## src/smf_pkg.sv

```systemverilog
// shared types and constants of the serial port mux framer
package smf_pkg;

   localparam int BATCH_MAX = 3;

   localparam logic REQ_RX = 1'b0;
   localparam logic REQ_TX = 1'b1;

   localparam logic [1:0] KIND_LINE    = 2'd0;
   localparam logic [1:0] KIND_DELIVER = 2'd1;
   localparam logic [1:0] KIND_REFUSED = 2'd2;

   localparam logic [1:0] PHASE_UNSYNC = 2'd0;
   localparam logic [1:0] PHASE_SELECT = 2'd1;
   localparam logic [1:0] PHASE_RUN    = 2'd2;

   localparam logic [3:0] CMD_HIGH = 4'hF;
   localparam logic [3:0] LOW_MASK = 4'hF;
   localparam logic [7:0] CMD_ESC  = 8'hFF;

   localparam logic CSR_SYNC_BYTE = 1'b0;
   localparam logic CSR_PORT_MASK = 1'b1;

   localparam logic [7:0] SYNC_BYTE_RESET = 8'hFE;
   localparam logic [3:0] PORT_MASK_RESET = 4'h0;

   typedef struct packed {
      logic       req_type;
      logic [3:0] port;
      logic [7:0] data_byte;
   } req_data_type;

   typedef struct packed {
      logic [1:0] result_kind;
      logic [3:0] out_port;
      logic [7:0] out_byte;
      logic       last;
   } rsp_data_type;

   typedef struct packed {
      logic [1:0] link_phase;
      logic [3:0] rx_current_port;
      logic       rx_escape_pending;
      logic [3:0] tx_current_port;
      logic       tx_port_valid;
   } state_type;

   typedef struct packed {
      logic [1:0]                        count;
      rsp_data_type [BATCH_MAX-1:0]      results;
   } batch_type;

endpackage

```

## src/smf_stream_if.sv

```systemverilog
// valid/ready stream channel carrying one payload struct
interface smf_stream_if #(
   parameter type data_type = logic
);
   logic     valid;
   logic     ready;
   data_type data;

   modport source (output valid, output data, input ready);
   modport sink (input valid, input data, output ready);
endinterface

```

## src/smf_engine.sv

```systemverilog
// decode of one request: results and next link state
module smf_engine #(
   parameter int NUM_PORTS = 4
) (
   input  smf_pkg::req_data_type item,
   input  smf_pkg::state_type    cur,
   input  logic [7:0]            sync_byte,
   input  logic [3:0]            port_mask,
   output smf_pkg::state_type    nxt,
   output smf_pkg::batch_type    batch
);

   localparam logic [3:0] NumPortsW = 4'(NUM_PORTS);

   logic [3:0] low;
   logic       is_cmd;
   logic [1:0] n;
   smf_pkg::rsp_data_type [smf_pkg::BATCH_MAX-1:0] res;

   function automatic logic port_open(input logic [3:0] p, input logic [3:0] mask);
      return (p < NumPortsW) && (p < 4'd4) && mask[p[1:0]];
   endfunction

   function automatic smf_pkg::rsp_data_type mk(input logic [1:0] kind,
                                                 input logic [3:0] p,
                                                 input logic [7:0] b);
      smf_pkg::rsp_data_type r;
      r.result_kind = kind;
      r.out_port    = p;
      r.out_byte    = b;
      r.last        = 1'b0;
      return r;
   endfunction

   assign low    = item.data_byte[3:0];
   assign is_cmd = item.data_byte[7:4] == smf_pkg::CMD_HIGH;

   always_comb begin
      nxt = cur;
      n   = 2'd0;
      res = '0;
      if (item.req_type == smf_pkg::REQ_RX) begin
         case (cur.link_phase)
            smf_pkg::PHASE_UNSYNC: begin
               if (item.data_byte == sync_byte) begin
                  nxt.link_phase = smf_pkg::PHASE_SELECT;
               end else begin
                  res[0] = mk(smf_pkg::KIND_LINE, 4'd0, sync_byte);
                  n      = 2'd1;
               end
            end
            smf_pkg::PHASE_SELECT: begin
               if (is_cmd && low < NumPortsW && low != smf_pkg::LOW_MASK) begin
                  nxt.rx_current_port   = low;
                  nxt.rx_escape_pending = 1'b0;
                  nxt.link_phase        = smf_pkg::PHASE_RUN;
               end
            end
            default: begin
               if (cur.rx_escape_pending) begin
                  nxt.rx_escape_pending = 1'b0;
                  if (port_open(cur.rx_current_port, port_mask)) begin
                     res[0] = mk(smf_pkg::KIND_DELIVER, cur.rx_current_port, item.data_byte);
                     n      = 2'd1;
                  end
               end else if (is_cmd) begin
                  if (low == smf_pkg::LOW_MASK) begin
                     nxt.rx_escape_pending = 1'b1;
                  end else if (low < NumPortsW) begin
                     nxt.rx_current_port = low;
                  end
               end else if (port_open(cur.rx_current_port, port_mask)) begin
                  res[0] = mk(smf_pkg::KIND_DELIVER, cur.rx_current_port, item.data_byte);
                  n      = 2'd1;
               end
            end
         endcase
      end else begin
         if (cur.link_phase == smf_pkg::PHASE_UNSYNC || !port_open(item.port, port_mask)) begin
            res[0] = mk(smf_pkg::KIND_REFUSED, item.port, item.data_byte);
            n      = 2'd1;
         end else begin
            if (!cur.tx_port_valid || cur.tx_current_port != item.port) begin
               nxt.tx_current_port = item.port;
               nxt.tx_port_valid   = 1'b1;
               res[n] = mk(smf_pkg::KIND_LINE, 4'd0, {smf_pkg::CMD_HIGH, item.port});
               n      = 2'(n + 2'd1);
            end
            if (is_cmd) begin
               res[n] = mk(smf_pkg::KIND_LINE, 4'd0, smf_pkg::CMD_ESC);
               n      = 2'(n + 2'd1);
            end
            res[n] = mk(smf_pkg::KIND_LINE, 4'd0, item.data_byte);
            n      = 2'(n + 2'd1);
         end
      end
      if (n != 2'd0) begin
         res[2'(n - 2'd1)].last = 1'b1;
      end
   end

   assign batch.count   = n;
   assign batch.results = res;

endmodule

```

## src/smf_rsp_queue.sv

```systemverilog
// result register bank that hands out up to three results of one request
module smf_rsp_queue (
   input  logic                 clock,
   input  logic                 reset,
   input  logic                 load,
   input  smf_pkg::batch_type   batch,
   output logic                 free,
   smf_stream_if.source         rsp_ch
);

   smf_pkg::rsp_data_type [smf_pkg::BATCH_MAX-1:0] entries_ff;
   logic [1:0] cnt_ff, cnt_in;
   logic [1:0] rd_ff, rd_in;
   logic       busy;
   logic       drain;
   logic       drain_last;

   assign busy         = rd_ff != cnt_ff;
   assign rsp_ch.valid = busy;
   assign rsp_ch.data  = entries_ff[rd_ff];
   assign drain        = busy && rsp_ch.ready;
   assign drain_last   = drain && (2'(rd_ff + 2'd1) == cnt_ff);
   assign free         = !busy || drain_last;

   always_comb begin
      cnt_in = cnt_ff;
      rd_in  = rd_ff;
      if (load) begin
         cnt_in = batch.count;
         rd_in  = 2'd0;
      end else if (drain_last) begin
         cnt_in = 2'd0;
         rd_in  = 2'd0;
      end else if (drain) begin
         rd_in = 2'(rd_ff + 2'd1);
      end
   end

   always_ff @(posedge clock) begin
      if (reset) begin
         cnt_ff <= 2'd0;
         rd_ff  <= 2'd0;
      end else begin
         cnt_ff <= cnt_in;
         rd_ff  <= rd_in;
      end
   end

   always_ff @(posedge clock) begin
      if (load) begin
         entries_ff <= batch.results;
      end
   end

endmodule

```

## src/serial_port_mux_framer.sv

```systemverilog
// top level of the serial port mux framer
//
// req_ch takes one request per handshake: a byte received from the line
// (req_type 0) or a payload byte a port wants to send (req_type 1).
// rsp_ch returns the results of each request in order, last marking the
// final one; a request may give zero, one, two or three results.
// csr_wr_en writes csr_wdata into register csr_index (0 sync byte,
// 1 port open mask); write only while no request is in flight.
// A request is registered in the input register, its results then in the
// result register bank. Throughput: one request per cycle while each gives
// at most one result and rsp_ch is ready; more results hold the input
// register while the single result register bank drains one entry per cycle.
// Reset (synchronous, active high) empties both stages, puts the link in
// the unsynchronised phase and loads the register reset values.
// When rsp_ch stalls, the result bank holds and one more request waits in
// the input register; req_ch.ready drops only once both are full.
module serial_port_mux_framer #(
   parameter int NUM_PORTS = 4
) (
   input  logic         clock,
   input  logic         reset,
   smf_stream_if.sink   req_ch,
   smf_stream_if.source rsp_ch,
   input  logic         csr_wr_en,
   input  logic         csr_index,
   input  logic [7:0]   csr_wdata
);

   logic                  in_valid_ff, in_valid_in;
   smf_pkg::req_data_type in_data_ff;
   smf_pkg::state_type    state_ff, state_in;
   logic [7:0]            sync_byte_ff;
   logic [3:0]            port_mask_ff;
   smf_pkg::batch_type    batch;
   logic                  queue_free;
   logic                  process;
   logic                  accept;

   assign process      = in_valid_ff && queue_free;
   assign req_ch.ready = !in_valid_ff || process;
   assign accept       = req_ch.valid && req_ch.ready;
   assign in_valid_in  = accept || (in_valid_ff && !process);

   smf_engine #(
      .NUM_PORTS (NUM_PORTS)
   ) u_engine (
      .item      (in_data_ff),
      .cur       (state_ff),
      .sync_byte (sync_byte_ff),
      .port_mask (port_mask_ff),
      .nxt       (state_in),
      .batch     (batch)
   );

   smf_rsp_queue u_rsp_queue (
      .clock  (clock),
      .reset  (reset),
      .load   (process),
      .batch  (batch),
      .free   (queue_free),
      .rsp_ch (rsp_ch)
   );

   always_ff @(posedge clock) begin
      if (reset) begin
         in_valid_ff  <= 1'b0;
         state_ff     <= '0;
         sync_byte_ff <= smf_pkg::SYNC_BYTE_RESET;
         port_mask_ff <= smf_pkg::PORT_MASK_RESET;
      end else begin
         in_valid_ff <= in_valid_in;
         if (process) begin
            state_ff <= state_in;
         end
         if (csr_wr_en) begin
            case (csr_index)
               smf_pkg::CSR_SYNC_BYTE: sync_byte_ff <= csr_wdata;
               smf_pkg::CSR_PORT_MASK: port_mask_ff <= csr_wdata[3:0];
               default: ;
            endcase
         end
      end
   end

   always_ff @(posedge clock) begin
      if (accept) begin
         in_data_ff <= req_ch.data;
      end
   end

   a_hold_pending: assert property (@(posedge clock) disable iff (reset)
      in_valid_ff && !process |=> in_valid_ff && $stable(in_data_ff))
      else $error("pending request lost or changed");

   a_last_marked: assert property (@(posedge clock) disable iff (reset)
      process && batch.count != 2'd0 |-> batch.results[2'(batch.count - 2'd1)].last)
      else $error("final result of a request not marked last");

   a_no_skip_select: assert property (@(posedge clock) disable iff (reset)
      process && state_ff.link_phase == smf_pkg::PHASE_UNSYNC
      |=> state_ff.link_phase != smf_pkg::PHASE_RUN)
      else $error("link left unsync phase straight into running");

   a_tx_port_sticky: assert property (@(posedge clock) disable iff (reset)
      state_ff.tx_port_valid |=> state_ff.tx_port_valid)
      else $error("tx port selection dropped");

endmodule
```

## src/flat_wrapper.sv

```systemverilog
// flat-port wrapper written by rule: the top's interface ports become plain ports
module serial_port_mux_framer_flat 
#(
   parameter int NUM_PORTS = 4
)
  (clock, reset, csr_wr_en, csr_index, csr_wdata, req_ch_valid, req_ch_data, req_ch_ready, rsp_ch_valid, rsp_ch_data, rsp_ch_ready);
  smf_stream_if req_ch_i ();
  smf_stream_if rsp_ch_i ();
  input  logic clock;
  input  logic reset;
  input  logic csr_wr_en;
  input  logic csr_index;
  input  logic [7:0] csr_wdata;
  input wire logic [$bits(req_ch_i.valid)-1:0] req_ch_valid;
  input wire logic [$bits(req_ch_i.data)-1:0] req_ch_data;
  output wire logic [$bits(req_ch_i.ready)-1:0] req_ch_ready;
  output wire logic [$bits(rsp_ch_i.valid)-1:0] rsp_ch_valid;
  output wire logic [$bits(rsp_ch_i.data)-1:0] rsp_ch_data;
  input wire logic [$bits(rsp_ch_i.ready)-1:0] rsp_ch_ready;
  assign req_ch_i.valid = req_ch_valid;
  assign req_ch_i.data = req_ch_data;
  assign req_ch_ready = req_ch_i.ready;
  assign rsp_ch_valid = rsp_ch_i.valid;
  assign rsp_ch_data = rsp_ch_i.data;
  assign rsp_ch_i.ready = rsp_ch_ready;
  serial_port_mux_framer #(.NUM_PORTS(NUM_PORTS)) u_core (.clock(clock), .reset(reset), .req_ch(req_ch_i), .rsp_ch(rsp_ch_i), .csr_wr_en(csr_wr_en), .csr_index(csr_index), .csr_wdata(csr_wdata));
endmodule
```

## config.mk

```make
export PLATFORM = sky130hd
export DESIGN_NAME = serial_port_mux_framer_flat
export DESIGN_NICKNAME = d
export VERILOG_FILES = /design/src/smf_pkg.sv /design/src/smf_stream_if.sv /design/src/smf_engine.sv /design/src/smf_rsp_queue.sv /design/src/serial_port_mux_framer.sv /design/src/flat_wrapper.sv
export SDC_FILE = /design/constraint.sdc
export NUM_CORES = 1
export LEC_CHECK = 0
export ABC_AREA = 0
export CORE_MARGIN = 4
export CORE_UTILIZATION = 49
export CTS_CLUSTER_DIAMETER = 30
export DETAILED_ROUTE_END_ITERATION = 12
export DONT_BUFFER_PORTS = 1
export PLACE_DENSITY = 0.67
export SLEW_MARGIN = 20
export SYNTH_ARGS = -nofsm -noshare
export SYNTH_HDL_FRONTEND = slang
export SYNTH_SLANG_ARGS = --single-unit
```

## constraint.sdc

```tcl
create_clock -name clock -period 1.48 [get_ports clock]
set_input_delay 0.074 -clock clock [delete_from_list [all_inputs] [get_ports clock]]
set_output_delay 0.074 -clock clock [all_outputs]
set_load 0.005 [all_outputs]
```

==> results.ini <==
[synth]
ys.flop_type = dfxtp_1
seq_area_frac_synth_pct = 45.7
synth_top_area_cell = dfxtp_1
synthTopCellsByArea = dfxtp_1, mux2i_1, edfxtp_1
synth.most_common_cell = dfxtp_1
synthCells = 74
syn_area_um2 = 701
synth_top_area_share_pct = 37.1
synth-edff-count = 2
yosys-top-cells-count = dfxtp_1, mux2i_1, nand2_1
yosysWarnings = 0
synthArstFlopShare_pct = 0
ys_types = 25
synth_nets = 89
ys_seq_elements = 15
synth_area_per_cell_um2 = 9.47

[power]
power_mw = 0.744
power_frac_comb_pct = 11.7
p_sw_share_pct = 21.7
p_leak_nw = 0.360
p_seq_share_pct = 58.8
powerDensity_mw_per_mm2 = 838
internal-power_mw = 0.582
peakVddDrop_v = 0.000523
power.clock.fraction_pct = 29.5
switching_power_mw = 0.162

[global_routing]
grt_first_pass_wirelength_um = 2190
grtUsageMet3_pct = 4.74
grt_pass1_vias = 530
met1_usage_pct = 15.1
gr-total-overflow = 0
grt_start_max_net_pins = 9
track_usage_pct = 14.4
antenna_found_initial = 0
use_met2_pct = 26.2
top_usage_layer = met2

[placed_design]
gp_congestion = 0.725
dp_hpwl_um = 938
dpl_cell_area_um2 = 731
numPortBuffers = 0

[routing]
ant_nets = 0
drc = 0
totalWireLength_um = 1340
avgRoutedWirePerCell_um = 12.7
dr.pass1.iters = 2
vias = 561
vias_per_cell = 5.34
initialDrtViolationCount = 6

[job]
drv_cap = 0

[clocking]
cts_tree = yes
clock_sinks = 15
insertion_delay_ps = 270
cts_buffer_depth = 2
htree_levels = 1
clkTransAtPathRegs_ps = 80
cts-buffers-inserted = 3
cts-root-buf = clkbuf_4

[floorplanning]
die_h_um = 45.8
coreArea_mm2 = 0.00132
die_width_um = 45.8
die-area_mm2 = 0.00210
core.rowCount = 13
initial_core_util_pct = 53.2
ioPinCount = 18

[sta]
rsz0062_at_grt = yes
worst_pin_slew_ps = 301
fin_skew_ps = 1.55
hold_viol = 0
fin_crit_ps = 1560
tns_ps = -86.5
setup_viol = 2
slew_headroom_pct = 79.7
min_period_over_period_pct = 105
drv_slew = 0
max_freq_mhz = 642
setup_ws_ps = -77.6

[final_layout]
final_nets = 106
final_util_pct = 67.3
drive_gt1_share_pct = 12.2
fill_cells = 103
num_antenna_cells = 0
final_area_um2 = 887
synthToLayoutAreaGrowth_pct = 26.6

[worst_setup_path]
crit_fanout = 2
start_kind = register
path_common_cell = or4_4
crit_type = register to register
critPathRequiredTime_ps = 1660
crit_chain = or4_4 > or4_4 > o32ai_2
worstPathArrival_ps = 1740
cp_slowest_cell = or4_4
critical-path-max-stage-delay_ps = 530
end_kind = register

[outcome]
failed_checks = negative setup slack
status = complete, but fails checks

[worst_hold_path]
hp-class = primary input to register

[logic make-up after synthesis]
family          after synthesis  share of synthesized area [%]
mux                          10                           14.3
flops                        15                           45.7
simple gates                 25                           19.1
compound gates               10                           11.3
buf+inv                      11                           5.89
xor+xnor                      3                           3.75
[final timing paths]
kind | slack [ps] | depth (start not counted) | endpoint | start
setup / recovery | -80 | 3 | u_core.state_ff[10] | u_core.sync_byte_ff[3]
hold / removal | 30 | 2 | u_core.sync_byte_ff[7] | reset
setup reg to reg | -80 | 3 | u_core.state_ff[10] | u_core.sync_byte_ff[3]
hold reg to reg | 480 | 2 | u_core.sync_byte_ff[4] | u_core.sync_byte_ff[4]
[final cells by class]
class	instances	area [µm²]	area share [%]
Clock buffer	4	26.3	2.96
Inverter	6	22.5	2.54
Multi-Input combinational cell	48	339	38.2
Sequential cell	15	320	36.1
Tap cell	15	18.8	2.12
Timing Repair Buffer	17	160	18.1
[layout by cell type, fill, tap and decap left out, drive strengths merged]
cell	synthesis	routed
xnor2	1	1
a21oi	3	3
o211a	1	1
mux2i	10	10
or4	2	2
nand4b	1	1
dlygate4sd3	0	13
o31ai	1	1
o2111ai	1	1
nand3b	1	1
clkbuf	5	4
dfxtp	13	13
inv	6	6
nor2	6	6
o32ai	1	1
o211ai	1	1
nor3b	1	1
o21ai	1	1
nor2b	2	2
or2	1	1
buf	0	4
edfxtp	2	2
or3	1	1
nand2b	1	1
xor2	2	2
o41ai	1	1
nand2	9	9
[power by group through the flow]
stage	registers, mW	clock network, mW	logic (mW)
6_report	0.437	0.220	0.0867
5_1_grt	0.439	0.248	0.0952
4_1_cts	0.437	0.228	0.0830
3_5_place_dp	0.447	0	0.0553
3_3_place_gp	0.446	0	0.0540
2_1_floorplan	0.443	0	0.0492
[worst max-delay path: cells and delay by family (launching register included)]
family	cells	cell delay, ps
flops	1	320
compound gates	1	200
simple gates	2	950
[per-stage QoR]
stage	std cells	hold slack, ps	worst slack (ps)
4_1_cts	104	3.76	-88.8
6_report	105	27.8	-77.6
3_3_place_gp	88	145	-32.9
5_1_grt	105	30.8	-131
3_5_place_dp	88	146	-72.4
2_1_floorplan	74	173	-13.4
[routing by layer]
metal	part of all wire, %	wire [µm]
met3	6.4	86
met1	42	562
met2	51	676
met4	0.67	9
met5	0	0
[registers in the layout, indices dropped and copies added (netlist names)]
signal                         count
u_core.in_valid_ff                 1
u_core.in_data_ff                  1
u_core.state_ff                    1
u_core.u_rsp_queue.entries_ff      1
u_core.u_rsp_queue.cnt_ff          1
u_core.sync_byte_ff                8
u_core.u_rsp_queue.rd_ff           2
[timing repair]
item | in CTS | in global routing
setup endpoints to repair | 2 | 2
hold buffers | 12 | 1
hold endpoints to repair | 14 | 1
gates cloned | 0 | 0
pin swaps | 0 | 0
buffers inserted | 0 | 0
gates resized for setup | 0 | 0
Note: power is estimated with default switching activity, not from simulation.
